==> config.mk <==
export PLATFORM = sky130hd
export DESIGN_NAME = ews_ctrl
export DESIGN_NICKNAME = d
export VERILOG_FILES = /design/src/ews_pkg.sv /design/src/ews_ctrl.sv
export SDC_FILE = /design/constraint.sdc
export NUM_CORES = 1
export LEC_CHECK = 0
export BUFFER_PORTS_ARGS = -buffer_cell sky130_fd_sc_hd__buf_2
export CORE_MARGIN = 4
export CORE_UTILIZATION = 25
export CTS_BUF_LIST = sky130_fd_sc_hd__clkbuf_8
export DETAILED_ROUTE_END_ITERATION = 10
export PLACE_DENSITY_LB_ADDON = 0.1
export SYNTH_ARGS = -nofsm -noshare
export SYNTH_HDL_FRONTEND = slang
export SYNTH_SLANG_ARGS = --single-unit
==> constraint.sdc <==
create_clock -name clk_i -period 2.9 [get_ports clk_i]
set_input_delay 0.58 -clock clk_i [delete_from_list [all_inputs] [get_ports clk_i]]
set_output_delay 0.58 -clock clk_i [all_outputs]
set_load 0.03 [all_outputs]
==> src/ews_pkg.sv <==
`timescale 1ns / 1ps
// ----------------------------------------------------------------------------
// ews_pkg
// Shared types and constants of the maximum wave speed block.
// ----------------------------------------------------------------------------
package ews_pkg;

  localparam int unsigned VALUE_WIDTH = 32;
  localparam int unsigned FRAC_BITS   = 16;
  localparam int unsigned GAMMA_WIDTH = 18;
  localparam int unsigned GG_WIDTH    = 20;
  localparam int unsigned DIV_QBITS   = 48;
  localparam int unsigned SQRT_STEPS  = 32;

  localparam logic [GAMMA_WIDTH-1:0] GAMMA_RESET = 18'd91750;
  localparam logic [GAMMA_WIDTH-1:0] ONE_FIX     = 18'd65536;

  typedef enum logic [1:0] {
    DIV_FLOW,
    DIV_KIN,
    DIV_QUOT
  } div_sel_e;

  typedef enum logic [3:0] {
    ST_IDLE,
    ST_PREP,
    ST_FLOW,
    ST_FLOW_W,
    ST_KIN,
    ST_KIN_W,
    ST_PRES,
    ST_CHECK,
    ST_QUOT,
    ST_QUOT_W,
    ST_PLO,
    ST_PHI,
    ST_SQRT,
    ST_SQRT_W,
    ST_FINISH
  } state_e;

  typedef struct packed {
    logic     load;
    logic     prep;
    logic     div_start;
    div_sel_e div_sel;
    logic     div_take;
    logic     pres;
    logic     prod_lo;
    logic     prod_hi;
    logic     sqrt_start;
    logic     sqrt_take;
    logic     commit;
  } cmd_t;

  typedef struct packed {
    logic rho_bad;
    logic e_neg;
    logic div_done;
    logic sqrt_done;
    logic commit_ok;
  } sts_t;

endpackage

==> src/ews_ctrl.sv <==
`timescale 1ns / 1ps
// ----------------------------------------------------------------------------
// ews_ctrl
// Controller: sequences one point through the datapath.
// ----------------------------------------------------------------------------
module ews_ctrl
  import ews_pkg::*;
(
  input  logic clk_i,
  input  logic rst_ni,
  input  logic in_valid_i,
  output logic in_ready_o,
  input  sts_t sts_i,
  output cmd_t cmd_o
);

  state_e state_q, state_d;

  always_comb begin
    state_d = state_q;
    unique case (state_q)
      ST_IDLE:   if (in_valid_i) begin
        state_d = ST_PREP;
      end
      ST_PREP:   state_d = sts_i.rho_bad ? ST_FINISH : ST_FLOW;
      ST_FLOW:   state_d = ST_FLOW_W;
      ST_FLOW_W: if (sts_i.div_done) begin
        state_d = ST_KIN;
      end
      ST_KIN:    state_d = ST_KIN_W;
      ST_KIN_W:  if (sts_i.div_done) begin
        state_d = ST_PRES;
      end
      ST_PRES:   state_d = ST_CHECK;
      ST_CHECK:  state_d = sts_i.e_neg ? ST_FINISH : ST_QUOT;
      ST_QUOT:   state_d = ST_QUOT_W;
      ST_QUOT_W: if (sts_i.div_done) begin
        state_d = ST_PLO;
      end
      ST_PLO:    state_d = ST_PHI;
      ST_PHI:    state_d = ST_SQRT;
      ST_SQRT:   state_d = ST_SQRT_W;
      ST_SQRT_W: if (sts_i.sqrt_done) begin
        state_d = ST_FINISH;
      end
      ST_FINISH: if (sts_i.commit_ok) begin
        state_d = ST_IDLE;
      end
      default:   state_d = ST_IDLE;
    endcase
  end

  always_comb begin
    cmd_o         = '0;
    cmd_o.div_sel = DIV_FLOW;
    in_ready_o    = 1'b0;
    unique case (state_q)
      ST_IDLE: begin
        in_ready_o = 1'b1;
        cmd_o.load = in_valid_i;
      end
      ST_PREP:   cmd_o.prep = 1'b1;
      ST_FLOW:   cmd_o.div_start = 1'b1;
      ST_FLOW_W: cmd_o.div_take = sts_i.div_done;
      ST_KIN: begin
        cmd_o.div_sel   = DIV_KIN;
        cmd_o.div_start = 1'b1;
      end
      ST_KIN_W: begin
        cmd_o.div_sel  = DIV_KIN;
        cmd_o.div_take = sts_i.div_done;
      end
      ST_PRES:   cmd_o.pres = 1'b1;
      ST_QUOT: begin
        cmd_o.div_sel   = DIV_QUOT;
        cmd_o.div_start = 1'b1;
      end
      ST_QUOT_W: begin
        cmd_o.div_sel  = DIV_QUOT;
        cmd_o.div_take = sts_i.div_done;
      end
      ST_PLO:    cmd_o.prod_lo = 1'b1;
      ST_PHI:    cmd_o.prod_hi = 1'b1;
      ST_SQRT:   cmd_o.sqrt_start = 1'b1;
      ST_SQRT_W: cmd_o.sqrt_take = sts_i.sqrt_done;
      ST_FINISH: cmd_o.commit = sts_i.commit_ok;
      default: ;
    endcase
  end

  always_ff @(posedge clk_i or negedge rst_ni) begin
    if (!rst_ni) begin
      state_q <= ST_IDLE;
    end else begin
      state_q <= state_d;
    end
  end

endmodule

; ---- Word-level counts from Yosys, hierarchy flattened
; Cells that the tools add are included.
[op_classes]
n_eq_ne = 20
muxes = 21
n_reduce_logical = 6
[op_table]
columns = cell, n
row1 = $pmux W4 S15, 1
row2 = $eq A4 B4 Y1 const B, 7
row3 = $mux W4, 7
row4 = $eq A4 B3 Y1 const B, 4
row5 = $ne A2 B2 Y1 const B, 6
row6 = $mux W1, 11
row7 = $eq A4 B2 Y1 const B, 2
row8 = $reduce_and A6 Y1, 1
row9 = $reduce_or A3 Y1, 2
row10 = $eq A4 B1 Y1 const B, 1
row11 = $logic_not A4 Y1, 1
row12 = $pmux W2 S2, 1
row13 = $reduce_or A2 Y1, 2
row14 = $mux W3, 1
[word_totals]
register_bits = 4
in_bits = 8
output_inout_bits = 13
elab_cells = 48

; ---- Longest topological paths before layout
; Gate-level depths: netlist of the first run.
[depth]
word_depth = 3
depth_mapped = 6
ltp_nobuf = 4

; ---- Worst setup path after synthesis of the first run
; No wires, ideal clock.
[synth_path]
path_kind = reg2out
start = register state_q[2]
end = output cmd_o[11] in the netlist's numbering
t_arrival_ps = 2149
required_time_ps = 2320
path_slack_ps = 171
path_stages_with_launch = 5
path_buffers = 2
path_cell_list = dfrtp_1 > buf_4 > clkbuf_1 > nor4_1 > and2_1
[synth_lines]
columns = element, line
row1 = start: declaration, ews_ctrl.sv:17  ; state_e state_q, state_d;
row2 = start signal: assignment, ews_ctrl.sv:95  ; state_q <= state_d;
row3 = end: declaration, ews_ctrl.sv:14  ; output cmd_t cmd_o

==> results of run 1 <==
-- power by group --
part           leakage [uW]  internal, uW  switching (uW)
Sequential        0.0000459          82.0             100
Combinational      0.000216           193             269
Clock             0.0000216          88.2            26.0
Total              0.000283           363             395
-- placed cells by master, fill, tap and decap left out --
master / n
a21oi_4: 1
xor2_1: 1
inv_1: 1
a22o_1: 1
buf_2: 20
nor4_1: 1
a32o_1: 1
mux2_2: 1
a21oi_1: 1
or2_2: 1
o21ai_0: 5
a22oi_1: 1
nor2_1: 12
dfrtp_1: 4
mux2_4: 1
nand2_1: 5
o21a_1: 1
buf_4: 1
nand2b_1: 3
nand3_1: 1
a21bo_2: 1
nor2b_1: 1
o221ai_1: 2
nor3_1: 1
a31oi_1: 2
clkbuf_8: 3
nand4b_1: 1
a221oi_2: 1
or4_4: 1
nor3b_1: 2
and2_1: 1
-- layer usage --
| metal | global-route usage (%) | up-vias | wire length [um] | part of all wire, % |
|---|---|---|---|---|
| met3 | 4.37 | 2 | 70 | 5.7 |
| met1 | 14.1 | 220 | 626 | 51 |
| met4 | 2.69 | 0 | 10 | 0.81 |
| met5 | 0 | - | 0 | 0 |
| met2 | 15.7 | 13 | 531 | 43 |
| li1 | - | 255 | - | - |
-- final cells by class --
class                      count  area (um^2)  share of cell area (%)
multi-input combinational     50          323                    53.2
timing repair buffer          21          108                    17.7
sequential                     4          100                    16.5
clock buffer                   3         41.3                    6.80
tap                           25         31.3                    5.15
inverter                       1         3.75                   0.619
-- through the flow --
step	hold slack [ps]	utilization, %
2_1_floorplan	284	-
3_3_place_gp	389	32.4
3_5_place_dp	389	32.4
4_1_cts	165	34.8
5_1_grt	166	34.8
6_report	164	34.8
-- worst paths after layout --
kind                       depth (start not counted)       start    endpoint
min in group clk_i                                 1  state_q[0]  state_q[0]
max reg2reg                                        4  state_q[1]  state_q[2]
min                                                1      rst_ni  state_q[0]
max                                                4  state_q[1]    cmd_o[6]
min reg2reg                                        1  state_q[0]  state_q[0]
max in group asynchronous                          1      rst_ni  state_q[2]
-- worst reg2reg max path, cell delays in order, from the launching register on --
cell and delay [ps]:
dfrtp_1 690, nor2b_1 210, a32o_1 290, a221oi_2 320, mux2_4 320
-- cell families (layout without fill, tap and decap cells) --
kind of cell	count (synthesis)	count (layout)	share of synthesized area, %
AO/OA/AOI/OAI	17	17	29.0
XOR/XNOR	1	1	1.88
buffers and inverters	8	25	9.14
flip-flops	4	4	21.5
multiplexers	2	2	5.64
AND/OR/NAND/NOR	30	30	32.8
==> results.toml, run 1 <==
[clocking]
hold_buffers = 0
insertion_delay_ps = 210
path_clk_slew_ps = 30
cts_setup_buffers = 0
cts_tree = "built"
cts.root.buffer_cell = "clkbuf_8"
cts_resized = 0
clock_sinks = 4
clock_path_buffers = 2
cts-htree-levels = 1
cts_buffers = 3

[critical_path]
rrSetupSlack_ps = 940
cpLargestDelayFamily = "flip-flops"
cp.required_ps = 2320
cp_max_fo = 17
slowest_stage = "dfrtp_1"
worst-setup-path-type = "reg2out"
worstSetupStartpointType = "register"
end_kind = "output pin"
critPathBufInv = 1
arrival_ps = 1750
max_stage_delay_ps = 690
path_cells = "xor2_1 > o21ai_0 > nor2_1 > buf_2"

[global_route]
grt_max_degree = 19
grt_pass1_vias = 462
grt_use_total_pct = 10.6
grt_pass1_wl_um = 2100
grt_antenna_before_repair = 0
grt_remaining_overflow = 0

[synthesis]
syn_inst = 62
synth_area_leaders = "dfrtp_1 (22%), nor2_1 (9.7%), o21ai_0 (5.4%), nand2_1 (4.0%), nand2b_1 (4.0%)"
synth_fp_nets = 70
synth_area_um2 = 465
synthArstFlopShare_pct = 100
ys_seq_area_share_pct = 21.5
synth_commonest_cells = "nor2_1 (12), nand2_1 (5), o21ai_0 (5), clkbuf_1 (4), dfrtp_1 (4)"
synth_edf_count = 0
synth.most_common_cell = "nor2_1"
synth.distinct_cells = 32
synth_seq_cells = 4
ys_warn_count = 0
synth_top_area_cell = "dfrtp_1"
synth_ff_type = "dfrtp_1"
synth_top_cell_area_share_pct = 21.5
avgSynthCellArea_um2 = 7.51

[routing]
antenna_left = 0
dr.pass1.iters = 2
routed_wl_um = 1240
vias_per_cell = 4.71
drcViolationCount = 0
routedWlPerCell_um = 11.9
via_count = 490
drtIter0Drc = 5

[pwr]
power.leakage_uw = 0.000283
power.density_nw_per_um2 = 1250
power_uw = 758
peakVddDrop_uv = 406

[layout]
largest-register = "state_q"
area_growth_pct = 30.4
final_cell_area_um2 = 607
fillers = 188
drive_gt1_share_pct = 39.2
top_regs = "state_q: 4 flops"
n_antenna_cell = 0
finalNetCount = 89
stdcell_count = 104
largest_register_ffs = 4

[sta]
fin_crit_ps = 2330
rsz0062_at_grt = "no"
finalCritPeriodShare_pct = 80.5
maxSlewHeadroom_pct = 62.1
slew_viol_final = 0
max_freq_mhz = 428
finalClockSkew_ps = 1.44
worst_pin_slew_ps = 568
hold_violations = 0
setup_tns_ps = 0
setup_slack_ps = 566
setup_viol = 0

[die]
row_count = 15
dieHeight_um = 51.2
start_util_pct = 26.7
die_w_um = 51.2
die_area_um2 = 2620
pin_count = 21
core_area_um2 = 1750

[placed_design]
placed_cell_area_um2 = 566
post-place-ws_ps = 790
routabilityCongestion = 0.706
dp_cells = 101
port_buffers = 20
place_hpwl_um = 916

[status]
status = "finished clean"

[run]
cap_violations = 0

[hold_path]
min_path_type = "in2async"
No activity file was read; power rests on OpenSTA's default activity.
==> inputs of run 2 (changes only) <==
- clock period: 2.9 -> 2.27 ns (I/O delays scaled with it)
==> run 2 against run 1 <==
  * Sequential power up 8%
  * Sequential cell count did not move
  * Utilization rose by 1.6 points
  * Die area did not move
  * Sequential share of layout area shrank 0.75 points
  * Setup slack worse by 400 ps
  * First-iteration DRC count increased to 2.8 times the previous value
  * Clock skew grew 0.90 ps
  * Critical path type unchanged
  * Critical endpoint unchanged
==> results.toml, run 2 (synthesis results as in run 1) <==
[layout]
final-seq-area_um2 = 100
final_cell_area_um2 = 636
drive_gt1_share_pct = 42.7
multi_input_area_um2 = 329
largest_register_ffs = 4
layout_commonest_cell = "buf_2"
fin_util_pct = 36.4
layout_common_cells = "buf_2 (20), nor2_1 (12), nand2_1 (5), o21ai_0 (5)"
fillers = 199
top_regs = "state_q: 4 flops"
n_antenna_cell = 0
area_growth_pct = 36.6
largest-register = "state_q"
stdcell_count = 107
finalNetCount = 92

[global_route]
grt_antenna_before_repair = 0
grt_max_degree = 17
grt_pass1_vias = 525
grt_remaining_overflow = 0
grt_use_total_pct = 11.2
grt_pass1_wl_um = 2220

[clocking]
cts_buffers = 3
path_clk_slew_ps = 30
clock_sinks = 4
cts_tree = "built"
hold_buffers = 0
cts.root.buffer_cell = "clkbuf_8"
insertion_delay_ps = 220
cts-htree-levels = 1
cts_resized = 0
clock_path_buffers = 2
cts_setup_buffers = 0

[sta]
fin_crit_ps = 2100
setup_tns_ps = 0
worst_pin_slew_ps = 475
setup_viol = 0
max_freq_mhz = 475
setup_slack_ps = 167
finalClockSkew_ps = 2.34
finalCritPeriodShare_pct = 92.7
maxSlewHeadroom_pct = 68.3
rsz0062_at_grt = "no"
hold_violations = 0
slew_viol_final = 0

[die]
die_area_um2 = 2620
pin_count = 21
start_util_pct = 26.7
die_w_um = 51.2
dieHeight_um = 51.2
core_area_um2 = 1750
row_count = 15

[critical_path]
slowest_stage = "dfrtp_1"
r2r_start = "state_q[0]"
worstSetupStartpointType = "register"
rrSetupSlack_ps = 430
cp_max_fo = 9
path_cells = "xor2_1 > o21ai_0 > nor2_1 > buf_2"
arrival_ps = 1650
r2r-end = "state_q[2]"
rr_worst_depth = 4
cp.required_ps = 1820
worst-setup-path-type = "reg2out"
max_stage_delay_ps = 540
end_kind = "output pin"

[placed_design]
place_hpwl_um = 942
post-place-ws_ps = 413
port_buffers = 20
routabilityCongestion = 0.714
dp_cells = 104
placed_cell_area_um2 = 594

[status]
status = "finished clean"

[routing]
routed_wl_um = 1280
vias_per_cell = 5.01
wl_met3_um = 52
met2_wirelength_um = 548
routedWlPerCell_um = 11.9
antenna_left = 0
top_layer = "met4"
wl_met1_um = 666
drtIter0Drc = 14
drcViolationCount = 0
dr.pass1.iters = 4
via_count = 536

[run]
cap_violations = 0

[hold_path]
min_path_type = "in2async"

[pwr]
peakVddDrop_uv = 485
power.leakage_uw = 0.000298
power.density_nw_per_um2 = 1600
## run 2: cell types whose count changed in the layout (fill, tap and decap cells not counted), sizes merged
| cell | change |
|---|---|
| buf | +3 |
## run 2: metal layers
metal | GRT usage (%) | vias to the layer above
met3 | 2.62 | 2
met4 | 5.38 | 0
met1 | 15.5 | 258
met2 | 16.1 | 14
met5 | 0 | -
li1 | - | 262
## run 2: report_power, final
group | leakage, uW | total, uW | switching [uW] | internal (uW)
Combinational | 0.000231 | 672 | 396 | 276
Clock | 0.0000216 | 150 | 36.5 | 113
Sequential | 0.0000459 | 197 | 91.6 | 106
## run 2: cell type report
cell class / count / area share, %
multi-input combinational: 50 / 51.8
timing repair buffer: 24 / 20.5
sequential: 4 / 15.7
clock buffer: 3 / 6.50
tap: 25 / 4.92
inverter: 1 / 0.591
## run 2: stage by stage
step / hold slack [ps] / power (uW)
after floorplan: 158 / 715
after global placement: 265 / 873
after detailed placement: 267 / 869
after CTS: 37.3 / 1030
after global routing: 44.9 / 1100
final: 40.9 / 1020
## run 2: worst max path at each step
| stage | start | end | slack (ps) | cells after the start |
|---|---|---|---|---|
| 6_report | state_q[2] | cmd_o[6] | 170 | 4 |
| 5_1_grt | state_q[0] | cmd_o[10] | 50 | 3 |
| 4_1_cts | state_q[2] | cmd_o[6] | 160 | 4 |
| 3_5_place_dp | state_q[2] | cmd_o[6] | 410 | 4 |
| 3_3_place_gp | state_q[2] | cmd_o[6] | 420 | 4 |
| 2_1_floorplan | state_q[3] | cmd_o[11] | 40 | 4 |
## run 2: critical path: cells and delay by family (launching register included)
kind / cells / cell delay (ps)
xor+xnor: 1 / 350
compound gates: 1 / 210
simple gates: 1 / 130
flops: 1 / 540
buf+inv: 1 / 200
